## config.mk

```make
export PLATFORM = sky130hd
export DESIGN_NAME = pulse_speed_estimator_flat
export DESIGN_NICKNAME = d
export VERILOG_FILES = /design/src/rtl/pse_pkg.sv /design/src/rtl/pse_if.sv /design/src/rtl/pse_regs.sv /design/src/rtl/pse_dp.sv /design/src/rtl/pse_ctrl.sv /design/src/rtl/pulse_speed_estimator.sv /design/src/flat_wrapper.sv
export SDC_FILE = /design/constraint.sdc
export NUM_CORES = 2
export LEC_CHECK = 0
export BUFFER_PORTS_ARGS = -buffer_cell sky130_fd_sc_hd__buf_2
export CORE_MARGIN = 8
export CORE_UTILIZATION = 55
export CTS_CLUSTER_SIZE = 25
export DETAILED_ROUTE_END_ITERATION = 8
export PLACE_DENSITY = 0.72
export REMOVE_ABC_BUFFERS = 1
export SYNTH_ARGS = -nofsm -noshare
export SYNTH_HDL_FRONTEND = slang
export SYNTH_HIERARCHICAL = 1
export SYNTH_SLANG_ARGS = --single-unit
export TNS_END_PERCENT = 50
```

## constraint.sdc

```tcl
create_clock -name clk -period 15.3 [get_ports clk]
set_input_delay 1.53 -clock clk [delete_from_list [all_inputs] [get_ports clk]]
set_output_delay 1.53 -clock clk [all_outputs]
set_load 0.01 [all_outputs]
```

## src/rtl/pse_pkg.sv

```systemverilog
`timescale 1ns / 1ps
`default_nettype none
package pse_pkg;

	localparam int unsigned PCW_DEFAULT = 16;

	localparam int unsigned OP_W    = 2;
	localparam int unsigned TIME_W  = 32;
	localparam int unsigned SPEED_W = 24;
	localparam int unsigned FILT_W  = 32;
	localparam int unsigned MUL_A_W = 32;
	localparam int unsigned MUL_B_W = 24;
	localparam int unsigned PROD_W  = MUL_A_W + MUL_B_W;
	localparam int unsigned PADDR_W = 5;
	localparam int unsigned PDATA_W = 32;
	localparam int unsigned REG_IDX_W = 3;

	// Operation codes.
	localparam logic [OP_W-1:0] OP_EDGE  = 2'd0;
	localparam logic [OP_W-1:0] OP_POLL  = 2'd1;
	localparam logic [OP_W-1:0] OP_QUERY = 2'd2;
	localparam logic [OP_W-1:0] OP_STOP  = 2'd3;

	// Register indexes (byte address is four times the index).
	localparam logic [REG_IDX_W-1:0] REG_SENSOR_EN = 3'd0;
	localparam logic [REG_IDX_W-1:0] REG_INTERVAL  = 3'd1;
	localparam logic [REG_IDX_W-1:0] REG_MIN_PULSE = 3'd2;
	localparam logic [REG_IDX_W-1:0] REG_ALPHA     = 3'd3;
	localparam logic [REG_IDX_W-1:0] REG_SCALE     = 3'd4;
	localparam logic [REG_IDX_W-1:0] REG_THRESHOLD = 3'd5;
	localparam logic [REG_IDX_W-1:0] REG_LOCKOUT   = 3'd6;

	// Register reset values.
	localparam logic        RST_SENSOR_EN = 1'b1;
	localparam logic [15:0] RST_INTERVAL  = 16'd50;
	localparam logic [15:0] RST_MIN_PULSE = 16'd1;
	localparam logic [16:0] RST_ALPHA     = 17'd19661;
	localparam logic [23:0] RST_SCALE     = 24'd40960;
	localparam logic [23:0] RST_THRESHOLD = 24'd256;
	localparam logic [15:0] RST_LOCKOUT   = 16'd1000;

	// Q0.16 smoothing weights 0.7 and 0.3, and 1.0 as a Q1.16 constant.
	localparam logic [15:0] W_NEW   = 16'd45875;
	localparam logic [15:0] W_OLD   = 16'd19661;
	localparam logic [16:0] ONE_Q16 = 17'd65536;

	// Multiplier operand selections.
	localparam logic [2:0] MUL_ZERO        = 3'd0;
	localparam logic [2:0] MUL_RAW_ALPHA   = 3'd1;
	localparam logic [2:0] MUL_FILT_INVA   = 3'd2;
	localparam logic [2:0] MUL_FILT_SCALE  = 3'd3;
	localparam logic [2:0] MUL_WNEW_NOW    = 3'd4;
	localparam logic [2:0] MUL_WNEW_SMOOTH = 3'd5;
	localparam logic [2:0] MUL_WOLD_SMOOTH = 3'd6;

	typedef struct packed {
		logic        sensor_enabled;
		logic [15:0] interval_ms;
		logic [15:0] min_pulses;
		logic [16:0] ema_alpha;
		logic [23:0] speed_scale;
		logic [23:0] stable_threshold;
		logic [15:0] lockout_us;
	} cfg_t;

	typedef struct packed {
		logic       accept;
		logic [2:0] mul_sel;
		logic       acc_load;
		logic       filt_ema;
		logic       speed_calc;
		logic       smooth_calc;
		logic       out_load;
	} dp_cmd_t;

	typedef struct packed {
		logic calc;
		logic long_count;
	} dp_status_t;

endpackage
`default_nettype wire

```

## src/rtl/pse_if.sv

```systemverilog
`timescale 1ns / 1ps
`default_nettype none
interface pse_in_if import pse_pkg::*; ();
	logic                valid;
	logic                ready;
	logic [OP_W-1:0]     operation;
	logic [TIME_W-1:0]   time_us;
	logic [TIME_W-1:0]   time_ms;

	modport source(output valid, operation, time_us, time_ms, input ready);
	modport sink(input valid, operation, time_us, time_ms, output ready);
endinterface

interface pse_out_if import pse_pkg::*; ();
	logic               valid;
	logic               ready;
	logic [SPEED_W-1:0] current_speed;
	logic [SPEED_W-1:0] smoothed_speed;
	logic               stable;
	logic               sample_taken;
	logic               edge_counted;

	modport source(output valid, current_speed, smoothed_speed, stable, sample_taken,
		edge_counted, input ready);
	modport sink(input valid, current_speed, smoothed_speed, stable, sample_taken,
		edge_counted, output ready);
endinterface
`default_nettype wire

```

## src/rtl/pse_regs.sv

```systemverilog
`timescale 1ns / 1ps
`default_nettype none
module pse_regs import pse_pkg::*; (
	input  logic               clk,
	input  logic               arst_n,
	input  logic               psel,
	input  logic               penable,
	input  logic               pwrite,
	input  logic [PADDR_W-1:0] paddr,
	input  logic [PDATA_W-1:0] pwdata,
	output logic [PDATA_W-1:0] prdata,
	output logic               pready,
	output cfg_t               cfg
);
	logic                 wr_en;
	logic [REG_IDX_W-1:0] idx;
	cfg_t                 cfg_q;

	assign pready = 1'b1;
	assign wr_en  = psel & penable & pwrite;
	assign idx    = paddr[PADDR_W-1:2];
	assign cfg    = cfg_q;

	always_ff @(posedge clk or negedge arst_n) begin
		if (!arst_n) begin
			cfg_q.sensor_enabled   <= RST_SENSOR_EN;
			cfg_q.interval_ms      <= RST_INTERVAL;
			cfg_q.min_pulses       <= RST_MIN_PULSE;
			cfg_q.ema_alpha        <= RST_ALPHA;
			cfg_q.speed_scale      <= RST_SCALE;
			cfg_q.stable_threshold <= RST_THRESHOLD;
			cfg_q.lockout_us       <= RST_LOCKOUT;
		end else if (wr_en) begin
			case (idx)
				REG_SENSOR_EN: cfg_q.sensor_enabled   <= pwdata[0];
				REG_INTERVAL:  cfg_q.interval_ms      <= pwdata[15:0];
				REG_MIN_PULSE: cfg_q.min_pulses       <= pwdata[15:0];
				REG_ALPHA:     cfg_q.ema_alpha        <= pwdata[16:0];
				REG_SCALE:     cfg_q.speed_scale      <= pwdata[23:0];
				REG_THRESHOLD: cfg_q.stable_threshold <= pwdata[23:0];
				REG_LOCKOUT:   cfg_q.lockout_us       <= pwdata[15:0];
				default: ;
			endcase
		end
	end

	always_comb begin
		case (idx)
			REG_SENSOR_EN: prdata = PDATA_W'(cfg_q.sensor_enabled);
			REG_INTERVAL:  prdata = PDATA_W'(cfg_q.interval_ms);
			REG_MIN_PULSE: prdata = PDATA_W'(cfg_q.min_pulses);
			REG_ALPHA:     prdata = PDATA_W'(cfg_q.ema_alpha);
			REG_SCALE:     prdata = PDATA_W'(cfg_q.speed_scale);
			REG_THRESHOLD: prdata = PDATA_W'(cfg_q.stable_threshold);
			REG_LOCKOUT:   prdata = PDATA_W'(cfg_q.lockout_us);
			default:       prdata = '0;
		endcase
	end
endmodule
`default_nettype wire

```

## src/rtl/pse_dp.sv

```systemverilog
`timescale 1ns / 1ps
`default_nettype none
module pse_dp import pse_pkg::*; #(
	parameter int unsigned PULSE_COUNT_WIDTH = PCW_DEFAULT
) (
	input  logic               clk,
	input  logic               arst_n,
	input  cfg_t               cfg,
	input  logic [OP_W-1:0]    operation,
	input  logic [TIME_W-1:0]  time_us,
	input  logic [TIME_W-1:0]  time_ms,
	input  dp_cmd_t            cmd,
	output dp_status_t         status,
	output logic [SPEED_W-1:0] current_speed,
	output logic [SPEED_W-1:0] smoothed_speed,
	output logic               stable,
	output logic               sample_taken,
	output logic               edge_counted
);
	localparam logic [PULSE_COUNT_WIDTH-1:0] COUNT_MAX = '1;

	// Architectural state.
	logic [PULSE_COUNT_WIDTH-1:0] count_q;
	logic [TIME_W-1:0]  last_edge_q;
	logic [TIME_W-1:0]  last_calc_q;
	logic [FILT_W-1:0]  filt_q;
	logic [SPEED_W-1:0] speed_now_q;
	logic [SPEED_W-1:0] smooth_q;
	logic [SPEED_W-1:0] prev_q;
	logic               stable_f_q;
	logic               sample_f_q;
	logic               edge_f_q;

	// Working registers of the calculation.
	logic [FILT_W-1:0]  raw_q;
	logic [PROD_W-1:0]  prod_q;
	logic [PROD_W-1:0]  acc_q;

	logic [FILT_W-1:0]  count_ext;
	logic [TIME_W-1:0]  edge_delta;
	logic [TIME_W-1:0]  poll_delta;
	logic               edge_ok;
	logic               poll_due;
	logic [SPEED_W-1:0] speed_diff;
	logic [16:0]        alpha_clamp;
	logic [16:0]        alpha_inv;
	logic [MUL_A_W-1:0] mul_a;
	logic [MUL_B_W-1:0] mul_b;
	logic [PROD_W:0]    t2_round;
	logic [PROD_W:0]    ema_sum;
	logic [FILT_W-1:0]  filt_next;
	logic [PROD_W:0]    spd_round;
	logic [SPEED_W-1:0] speed_next;
	logic [PROD_W:0]    smooth_sum;

	assign count_ext  = FILT_W'(count_q);
	assign edge_delta = time_us - last_edge_q;
	assign poll_delta = time_ms - last_calc_q;
	assign edge_ok    = edge_delta > TIME_W'(cfg.lockout_us);
	assign poll_due   = poll_delta >= TIME_W'(cfg.interval_ms);
	assign speed_diff = (speed_now_q >= prev_q) ? speed_now_q - prev_q : prev_q - speed_now_q;

	assign status.calc       = (operation == OP_POLL) && cfg.sensor_enabled && poll_due;
	assign status.long_count = count_ext >= FILT_W'(cfg.min_pulses);

	// Alpha above 1.0 acts as 1.0.
	assign alpha_clamp = (cfg.ema_alpha > ONE_Q16) ? ONE_Q16 : cfg.ema_alpha;
	assign alpha_inv   = ONE_Q16 - alpha_clamp;

	always_comb begin
		case (cmd.mul_sel)
			MUL_RAW_ALPHA: begin
				mul_a = raw_q;
				mul_b = MUL_B_W'(alpha_clamp);
			end
			MUL_FILT_INVA: begin
				mul_a = filt_q;
				mul_b = MUL_B_W'(alpha_inv);
			end
			MUL_FILT_SCALE: begin
				mul_a = filt_q;
				mul_b = cfg.speed_scale;
			end
			MUL_WNEW_NOW: begin
				mul_a = MUL_A_W'(W_NEW);
				mul_b = speed_now_q;
			end
			MUL_WNEW_SMOOTH: begin
				mul_a = MUL_A_W'(W_NEW);
				mul_b = smooth_q;
			end
			MUL_WOLD_SMOOTH: begin
				mul_a = MUL_A_W'(W_OLD);
				mul_b = smooth_q;
			end
			default: begin
				mul_a = '0;
				mul_b = '0;
			end
		endcase
	end

	// EMA: alpha*count + round((1-alpha)*filtered), saturated to 32 bits.
	assign t2_round  = ((PROD_W+1)'(prod_q) + (PROD_W+1)'(32768)) >> 16;
	assign ema_sum   = (PROD_W+1)'(acc_q) + t2_round;
	assign filt_next = (|ema_sum[PROD_W:FILT_W]) ? '1 : ema_sum[FILT_W-1:0];

	// Q16.16 times Q12.12 gives Q28.28; round to Q16.8 and saturate.
	assign spd_round  = ((PROD_W+1)'(prod_q) + (PROD_W+1)'(524288)) >> 20;
	assign speed_next = (|spd_round[PROD_W:SPEED_W]) ? '1 : spd_round[SPEED_W-1:0];

	// The two weights sum to 1.0, so the rounded sum always fits 24 bits.
	assign smooth_sum = (PROD_W+1)'(acc_q) + (PROD_W+1)'(prod_q) + (PROD_W+1)'(32768);

	always_ff @(posedge clk) begin
		prod_q <= PROD_W'(mul_a) * PROD_W'(mul_b);
		if (cmd.acc_load) begin
			acc_q <= prod_q;
		end
		if (cmd.accept && status.calc) begin
			raw_q <= count_ext;
		end
		if (cmd.out_load) begin
			current_speed  <= speed_now_q;
			smoothed_speed <= smooth_q;
			stable         <= stable_f_q;
			sample_taken   <= sample_f_q;
			edge_counted   <= edge_f_q;
		end
	end

	always_ff @(posedge clk or negedge arst_n) begin
		if (!arst_n) begin
			count_q     <= '0;
			last_edge_q <= '0;
			last_calc_q <= '0;
			filt_q      <= '0;
			speed_now_q <= '0;
			smooth_q    <= '0;
			prev_q      <= '0;
			stable_f_q  <= 1'b0;
			sample_f_q  <= 1'b0;
			edge_f_q    <= 1'b0;
		end else begin
			if (cmd.accept) begin
				stable_f_q <= 1'b0;
				sample_f_q <= 1'b0;
				edge_f_q   <= 1'b0;
				case (operation)
					OP_EDGE: begin
						if (edge_ok) begin
							if (count_q != COUNT_MAX) begin
								count_q <= count_q + 1'b1;
							end
							last_edge_q <= time_us;
							edge_f_q    <= 1'b1;
						end
					end
					OP_POLL: begin
						if (!cfg.sensor_enabled) begin
							speed_now_q <= '0;
							smooth_q    <= '0;
						end else if (poll_due) begin
							count_q     <= '0;
							last_calc_q <= time_ms;
							sample_f_q  <= 1'b1;
							if (!status.long_count) begin
								filt_q <= filt_q >> 1;
							end
						end
					end
					OP_QUERY: begin
						stable_f_q <= speed_diff < cfg.stable_threshold;
						prev_q     <= speed_now_q;
					end
					default: begin
						speed_now_q <= '0;
						smooth_q    <= '0;
					end
				endcase
			end
			if (cmd.filt_ema) begin
				filt_q <= filt_next;
			end
			if (cmd.speed_calc) begin
				speed_now_q <= speed_next;
			end
			if (cmd.smooth_calc) begin
				smooth_q <= smooth_sum[SPEED_W+15:16];
			end
		end
	end
endmodule
`default_nettype wire

```

## src/rtl/pse_ctrl.sv

```systemverilog
`timescale 1ns / 1ps
`default_nettype none
module pse_ctrl import pse_pkg::*; (
	input  logic       clk,
	input  logic       arst_n,
	input  logic       in_valid,
	output logic       in_ready,
	output logic       out_valid,
	input  logic       out_ready,
	input  dp_status_t status,
	output dp_cmd_t    cmd
);
	localparam logic [3:0] S_IDLE = 4'd0;
	localparam logic [3:0] S_V1   = 4'd1;
	localparam logic [3:0] S_V2   = 4'd2;
	localparam logic [3:0] S_V3   = 4'd3;
	localparam logic [3:0] S_C1   = 4'd4;
	localparam logic [3:0] S_C2   = 4'd5;
	localparam logic [3:0] S_W1   = 4'd6;
	localparam logic [3:0] S_W2   = 4'd7;
	localparam logic [3:0] S_W3   = 4'd8;
	localparam logic [3:0] S_DONE = 4'd9;

	logic [3:0] state_q;
	logic [3:0] state_d;
	logic       short_q;
	logic       out_valid_q;

	assign in_ready  = (state_q == S_IDLE);
	assign out_valid = out_valid_q;

	always_comb begin
		cmd         = '0;
		cmd.mul_sel = MUL_ZERO;
		state_d     = state_q;
		case (state_q)
			S_IDLE: begin
				cmd.accept = in_valid;
				if (in_valid) begin
					if (!status.calc) begin
						state_d = S_DONE;
					end else if (status.long_count) begin
						state_d = S_V1;
					end else begin
						state_d = S_C1;
					end
				end
			end
			S_V1: begin
				cmd.mul_sel = MUL_RAW_ALPHA;
				state_d     = S_V2;
			end
			S_V2: begin
				cmd.acc_load = 1'b1;
				cmd.mul_sel  = MUL_FILT_INVA;
				state_d      = S_V3;
			end
			S_V3: begin
				cmd.filt_ema = 1'b1;
				state_d      = S_C1;
			end
			S_C1: begin
				cmd.mul_sel = MUL_FILT_SCALE;
				state_d     = S_C2;
			end
			S_C2: begin
				cmd.speed_calc = 1'b1;
				state_d        = S_W1;
			end
			S_W1: begin
				// A short count only decays the smoothed speed by 0.7.
				cmd.mul_sel = short_q ? MUL_WNEW_SMOOTH : MUL_WNEW_NOW;
				state_d     = S_W2;
			end
			S_W2: begin
				cmd.acc_load = 1'b1;
				cmd.mul_sel  = short_q ? MUL_ZERO : MUL_WOLD_SMOOTH;
				state_d      = S_W3;
			end
			S_W3: begin
				cmd.smooth_calc = 1'b1;
				state_d         = S_DONE;
			end
			S_DONE: begin
				cmd.out_load = !out_valid_q || out_ready;
				if (cmd.out_load) begin
					state_d = S_IDLE;
				end
			end
			default: begin
				state_d = S_IDLE;
			end
		endcase
	end

	always_ff @(posedge clk or negedge arst_n) begin
		if (!arst_n) begin
			state_q     <= S_IDLE;
			short_q     <= 1'b0;
			out_valid_q <= 1'b0;
		end else begin
			state_q <= state_d;
			if (cmd.accept) begin
				short_q <= !status.long_count;
			end
			if (cmd.out_load) begin
				out_valid_q <= 1'b1;
			end else if (out_ready) begin
				out_valid_q <= 1'b0;
			end
		end
	end
endmodule
`default_nettype wire

```

## src/rtl/pulse_speed_estimator.sv

```systemverilog
// Edge, stability query, stop and a poll that does no calculation go straight from idle to
// the done state. A calculating poll first runs a sequence on one shared 32x24 multiplier: EMA
// states V1 to V3 for a count at or above the minimum (a short count skips them), speed states
// C1 and C2 and smoothing states W1 to W3. Done loads the output register once it is free;
// an input transaction is then taken while the finished result waits. Asynchronous active-low reset
// loads the register reset values and clears all state but the working and output data registers.
`timescale 1ns / 1ps
`default_nettype none
module pulse_speed_estimator import pse_pkg::*; #(
	parameter int unsigned PULSE_COUNT_WIDTH = PCW_DEFAULT
) (
	input  logic               clk,
	input  logic               arst_n,
	input  logic               psel,
	input  logic               penable,
	input  logic               pwrite,
	input  logic [PADDR_W-1:0] paddr,
	input  logic [PDATA_W-1:0] pwdata,
	output logic [PDATA_W-1:0] prdata,
	output logic               pready,
	pse_in_if.sink             item,
	pse_out_if.source          result
);
	cfg_t       cfg;
	dp_cmd_t    cmd;
	dp_status_t status;

	pse_regs u_regs (
		.clk     (clk),
		.arst_n  (arst_n),
		.psel    (psel),
		.penable (penable),
		.pwrite  (pwrite),
		.paddr   (paddr),
		.pwdata  (pwdata),
		.prdata  (prdata),
		.pready  (pready),
		.cfg     (cfg)
	);

	pse_ctrl u_ctrl (
		.clk       (clk),
		.arst_n    (arst_n),
		.in_valid  (item.valid),
		.in_ready  (item.ready),
		.out_valid (result.valid),
		.out_ready (result.ready),
		.status    (status),
		.cmd       (cmd)
	);

	pse_dp #(
		.PULSE_COUNT_WIDTH (PULSE_COUNT_WIDTH)
	) u_dp (
		.clk            (clk),
		.arst_n         (arst_n),
		.cfg            (cfg),
		.operation      (item.operation),
		.time_us        (item.time_us),
		.time_ms        (item.time_ms),
		.cmd            (cmd),
		.status         (status),
		.current_speed  (result.current_speed),
		.smoothed_speed (result.smoothed_speed),
		.stable         (result.stable),
		.sample_taken   (result.sample_taken),
		.edge_counted   (result.edge_counted)
	);

	// Once an item is taken the block is busy for at least the next cycle.
	a_busy_after_accept: assert property (@(posedge clk) disable iff (!arst_n)
		item.valid && item.ready |=> !item.ready)
		else $error("input taken on two consecutive cycles");

	// A result flags at most one kind of event.
	a_flags_exclusive: assert property (@(posedge clk) disable iff (!arst_n)
		result.valid |-> !(result.sample_taken && result.edge_counted)
			&& !(result.stable && (result.sample_taken || result.edge_counted)))
		else $error("result flags more than one event");

	// The accept, filter, speed, smooth and output-load commands only issue one at a time.
	a_cmd_onehot: assert property (@(posedge clk) disable iff (!arst_n)
		$onehot0({cmd.accept, cmd.filt_ema, cmd.speed_calc, cmd.smooth_calc, cmd.out_load}))
		else $error("overlapping datapath commands");

endmodule
`default_nettype wire

```

## src/flat_wrapper.sv

```systemverilog
// flat-port wrapper written by rule: the top's interface ports become plain ports
module pulse_speed_estimator_flat import pse_pkg::*;
#(
	parameter int unsigned PULSE_COUNT_WIDTH = PCW_DEFAULT
)
  (clk, arst_n, psel, penable, pwrite, paddr, pwdata, prdata, pready, item_valid, item_operation, item_time_us, item_time_ms, item_ready, result_valid, result_current_speed, result_smoothed_speed, result_stable, result_sample_taken, result_edge_counted, result_ready);
  pse_in_if item_i ();
  pse_out_if result_i ();
  input  logic clk;
  input  logic arst_n;
  input  logic psel;
  input  logic penable;
  input  logic pwrite;
  input  logic [PADDR_W-1:0] paddr;
  input  logic [PDATA_W-1:0] pwdata;
  output logic [PDATA_W-1:0] prdata;
  output logic pready;
  input wire logic [$bits(item_i.valid)-1:0] item_valid;
  input wire logic [$bits(item_i.operation)-1:0] item_operation;
  input wire logic [$bits(item_i.time_us)-1:0] item_time_us;
  input wire logic [$bits(item_i.time_ms)-1:0] item_time_ms;
  output wire logic [$bits(item_i.ready)-1:0] item_ready;
  output wire logic [$bits(result_i.valid)-1:0] result_valid;
  output wire logic [$bits(result_i.current_speed)-1:0] result_current_speed;
  output wire logic [$bits(result_i.smoothed_speed)-1:0] result_smoothed_speed;
  output wire logic [$bits(result_i.stable)-1:0] result_stable;
  output wire logic [$bits(result_i.sample_taken)-1:0] result_sample_taken;
  output wire logic [$bits(result_i.edge_counted)-1:0] result_edge_counted;
  input wire logic [$bits(result_i.ready)-1:0] result_ready;
  assign item_i.valid = item_valid;
  assign item_i.operation = item_operation;
  assign item_i.time_us = item_time_us;
  assign item_i.time_ms = item_time_ms;
  assign item_ready = item_i.ready;
  assign result_valid = result_i.valid;
  assign result_current_speed = result_i.current_speed;
  assign result_smoothed_speed = result_i.smoothed_speed;
  assign result_stable = result_i.stable;
  assign result_sample_taken = result_i.sample_taken;
  assign result_edge_counted = result_i.edge_counted;
  assign result_i.ready = result_ready;
  pulse_speed_estimator #(.PULSE_COUNT_WIDTH(PULSE_COUNT_WIDTH)) u_core (.clk(clk), .arst_n(arst_n), .psel(psel), .penable(penable), .pwrite(pwrite), .paddr(paddr), .pwdata(pwdata), .prdata(prdata), .pready(pready), .item(item_i), .result(result_i));
endmodule
```

==> impl_metrics.yaml <==
outcome:
  status: "complete, no violations"
clock_network:
  tritoncts: "yes"
  cts_hold_buf: 0
  path_clk_slew_ns: 0.07
  clockBufferDepth: 3
  htree_levels: 2
  insertion_delay_ns: 0.66
  cts_made_buffers: 55
  cts_setup_buffers: 0
  root_buffer: "clkbuf_16"
  cts_num_sinks: 486
  post_cts_resize_count: 0
setup_path:
  cpMostUsedCell: "fa_1"
  max_stage_delay_ns: 0.76
  crit_arrival_ns: 12.28
  r2r_slack_ns: 3.57
  worstPathRequired_ns: 15.85
  cp-start-kind: "flop"
  endpoint_kind: "flop"
  r2r_cells: 35
  cpMaxStageDelayCell: "nand2_2"
  critical_path_class: "flop to flop"
  worstPathMaxFanout: 32
sta:
  slew-limit-headroom_pct: 15.3
  hold_viol_final: 0
  slew_violations: 0
  rsz0062_at_grt: "false"
  period_minus_slack_ns: 11.73
  max_freq_mhz: 85.3
  setup_ws_ns: 3.57
  skew_ns: 0.0626
  worst_pin_slew_ns: 1.26
  finalCritPeriodShare_pct: 76.7
  fin_tns_setup_ns: 0
  setup_viol: 0
global_route:
  grt_max_degree: 149
  grt_antenna_before_repair: 3
  overflow: 0
  grt_pass1_vias: 48100
  grt_usage_pct: 29.8
  grt_pass1_wl_um: 273000
detailed_routing:
  vias: 46500
  wl_um: 173000
  route.detailed.drc: 0
  drtAntennaViolNets: 0
  wl_per_cell_um: 22.2
  drt-initial-drc-count: 3755
  vias_per_cell: 5.96
  firstDrtPassIters: 6
floorplan:
  initial_core_util_pct: 55.5
  num_rows: 118
  die_w_um: 340
  core_mm2: 0.104
  io_pins: 196
  fp.dieH_um: 340
  die_area_mm2: 0.115
synthesis:
  synth_top_family_by_area: "adder cells"
  yosysSeqAreaShare_pct: 21.7
  ys_seq_elements: 486
  ys_async_sr_fraction_pct: 63.2
  synth_xor_area_share_pct: 3.95
  ys.warnings.count: 6
  synth_compound_area_share_pct: 12.7
  synth.area.mux_share_pct: 5.21
  syn_area_mm2: 0.0576
  synth-simple-area-share_pct: 13.6
  synth_cell_types: 116
  synth_fa_ha_area_share_pct: 33.5
  synth_flop_cell: "dfrtp_1"
  syn_inst: 6345
  synth_edf_count: 123
  avgSynthCellArea_um2: 9.09
layout:
  nFillCells: 8983
  areaGrowthSynthToFinish_pct: 6.90
  final_common_cell: "inv_1"
  num-nets-final: 7615
  layout_common_cells: "inv_1, nand2_1, fa_1, ha_1, nor2_1"
  drive_above_1_share_pct: 10.7
placed_design:
  dp.final_hpwl_um: 134000
  place_congestion: 0.954
  io_buffers: 176
  dp_slack_ns: 3.73
job:
  cap_violations: 0
min_path:
  holdPathStages: 0
  hp-class: "flop to flop"
[registers in the layout, indices dropped and copies added (netlist names), 4 cells and up]
name,flops
u_core/u_dp/last_calc_q,32
u_core/u_dp/smooth_q,24
u_core/u_dp/count_q,16
u_core/u_regs/cfg,114
u_core/u_dp/speed_now_q,24
u_core/u_dp/smoothed_speed,24
u_core/u_ctrl/state_q,4
u_core/u_dp/filt_q,32
u_core/u_dp/raw_q,16
u_core/u_dp/prod_q,56
u_core/u_dp/current_speed,24
u_core/u_dp/last_edge_q,32
u_core/u_dp/acc_q,56
u_core/u_dp/prev_q,24
[final timing paths]
check / startpoint / to
worst max register to register: u_core/u_regs/cfg[69] / u_core/u_dp/prod_q[55]
min in group asynchronous: arst_n / u_core/u_dp/last_calc_q[10]
worst min register to register: u_core/u_dp/prod_q[5] / u_core/u_dp/acc_q[5]
worst max-delay path: u_core/u_regs/cfg[69] / u_core/u_dp/prod_q[55]
worst min-delay path: u_core/u_dp/prod_q[5] / u_core/u_dp/acc_q[5]
max in group asynchronous: arst_n / u_core/u_regs/cfg[47]
[kinds of logic after synthesis]
kind of cell / after synthesis
other: 2
adder cells (fa/ha/maj): 1145
XOR/XNOR: 259
buffers and inverters: 1383
multiplexers: 264
AO/OA/AOI/OAI: 1103
AND/OR/NAND/NOR: 1703
flip-flops: 486
[cell type report]
| type | count | area (µm²) | share of cell area, % |
|---|---|---|---|
| diodes | 6 | 15.0 | 0.0244 |
| repair buffers | 250 | 1460 | 2.37 |
| flip-flops and latches | 486 | 12500 | 20.3 |
| multi-input cells | 4483 | 39900 | 64.8 |
| well taps | 1380 | 1730 | 2.80 |
| clock inverters | 40 | 400 | 0.650 |
| inverters | 1084 | 4070 | 6.60 |
| clock buffers | 64 | 1480 | 2.40 |
[cells in the mapped netlist, types with 32 or more instances]
| cell type | number | area share [%] |
|---|---|---|
| a21o_1 | 125 | 1.6 |
| a21oi_1 | 316 | 2.7 |
| a31oi_1 | 44 | 0.48 |
| and2_1 | 47 | 0.51 |
| and3_1 | 47 | 0.51 |
| clkbuf_1 | 238 | 1.5 |
| dfrtp_1 | 285 | 12 |
| dfxtp_1 | 56 | 1.9 |
| edfxtp_1 | 123 | 6.4 |
| fa_1 | 663 | 23 |
| ha_1 | 482 | 10 |
| inv_1 | 1083 | 7.1 |
| mux2_2 | 177 | 3.5 |
| mux2i_1 | 58 | 1.0 |
| nand2_1 | 699 | 4.6 |
| nand2b_1 | 73 | 0.79 |
| nand3_1 | 74 | 0.64 |
| nand4_1 | 60 | 0.65 |
| nor2_1 | 475 | 3.1 |
| nor2b_1 | 47 | 0.51 |
| nor3_1 | 42 | 0.36 |
| o211ai_1 | 36 | 0.47 |
| o21a_1 | 42 | 0.55 |
| o21ai_0 | 190 | 1.6 |
| o22a_1 | 32 | 0.49 |
| xnor2_1 | 177 | 2.7 |
| xor2_1 | 81 | 1.2 |
[worst max-delay path: cells and delay by family, from the launching register on]
kind            cells  cell delay [ns]
xor+xnor            1             0.16
flops               1             0.50
compound gates     12             3.14
buf+inv             5             0.27
fa+ha+maj           8             4.07
simple gates        9             3.43
[layer usage]
layer | global-route usage [%] | part of all wire, %
met5 | 0 | 0
met4 | 17.0 | 6.9
met3 | 4.61 | 7.6
met2 | 49.3 | 47
met1 | 37.3 | 39
[stage by stage]
stage | util [%] | area [µm²] | hold WS (ns) | instances
after detailed placement | 57.5 | 59700 | 0.437 | 7683
final | 59.4 | 61600 | 0.429 | 7793
after global routing | 59.4 | 61600 | 0.430 | 7788
after CTS | 59.4 | 61600 | 0.424 | 7787
after floorplan | - | 56300 | 0.409 | 6053
after global placement | 57.5 | 59700 | 0.428 | 7683
Power is not shown: default switching activity piles up to over one toggle a cycle in this logic, so the estimate is an artifact.
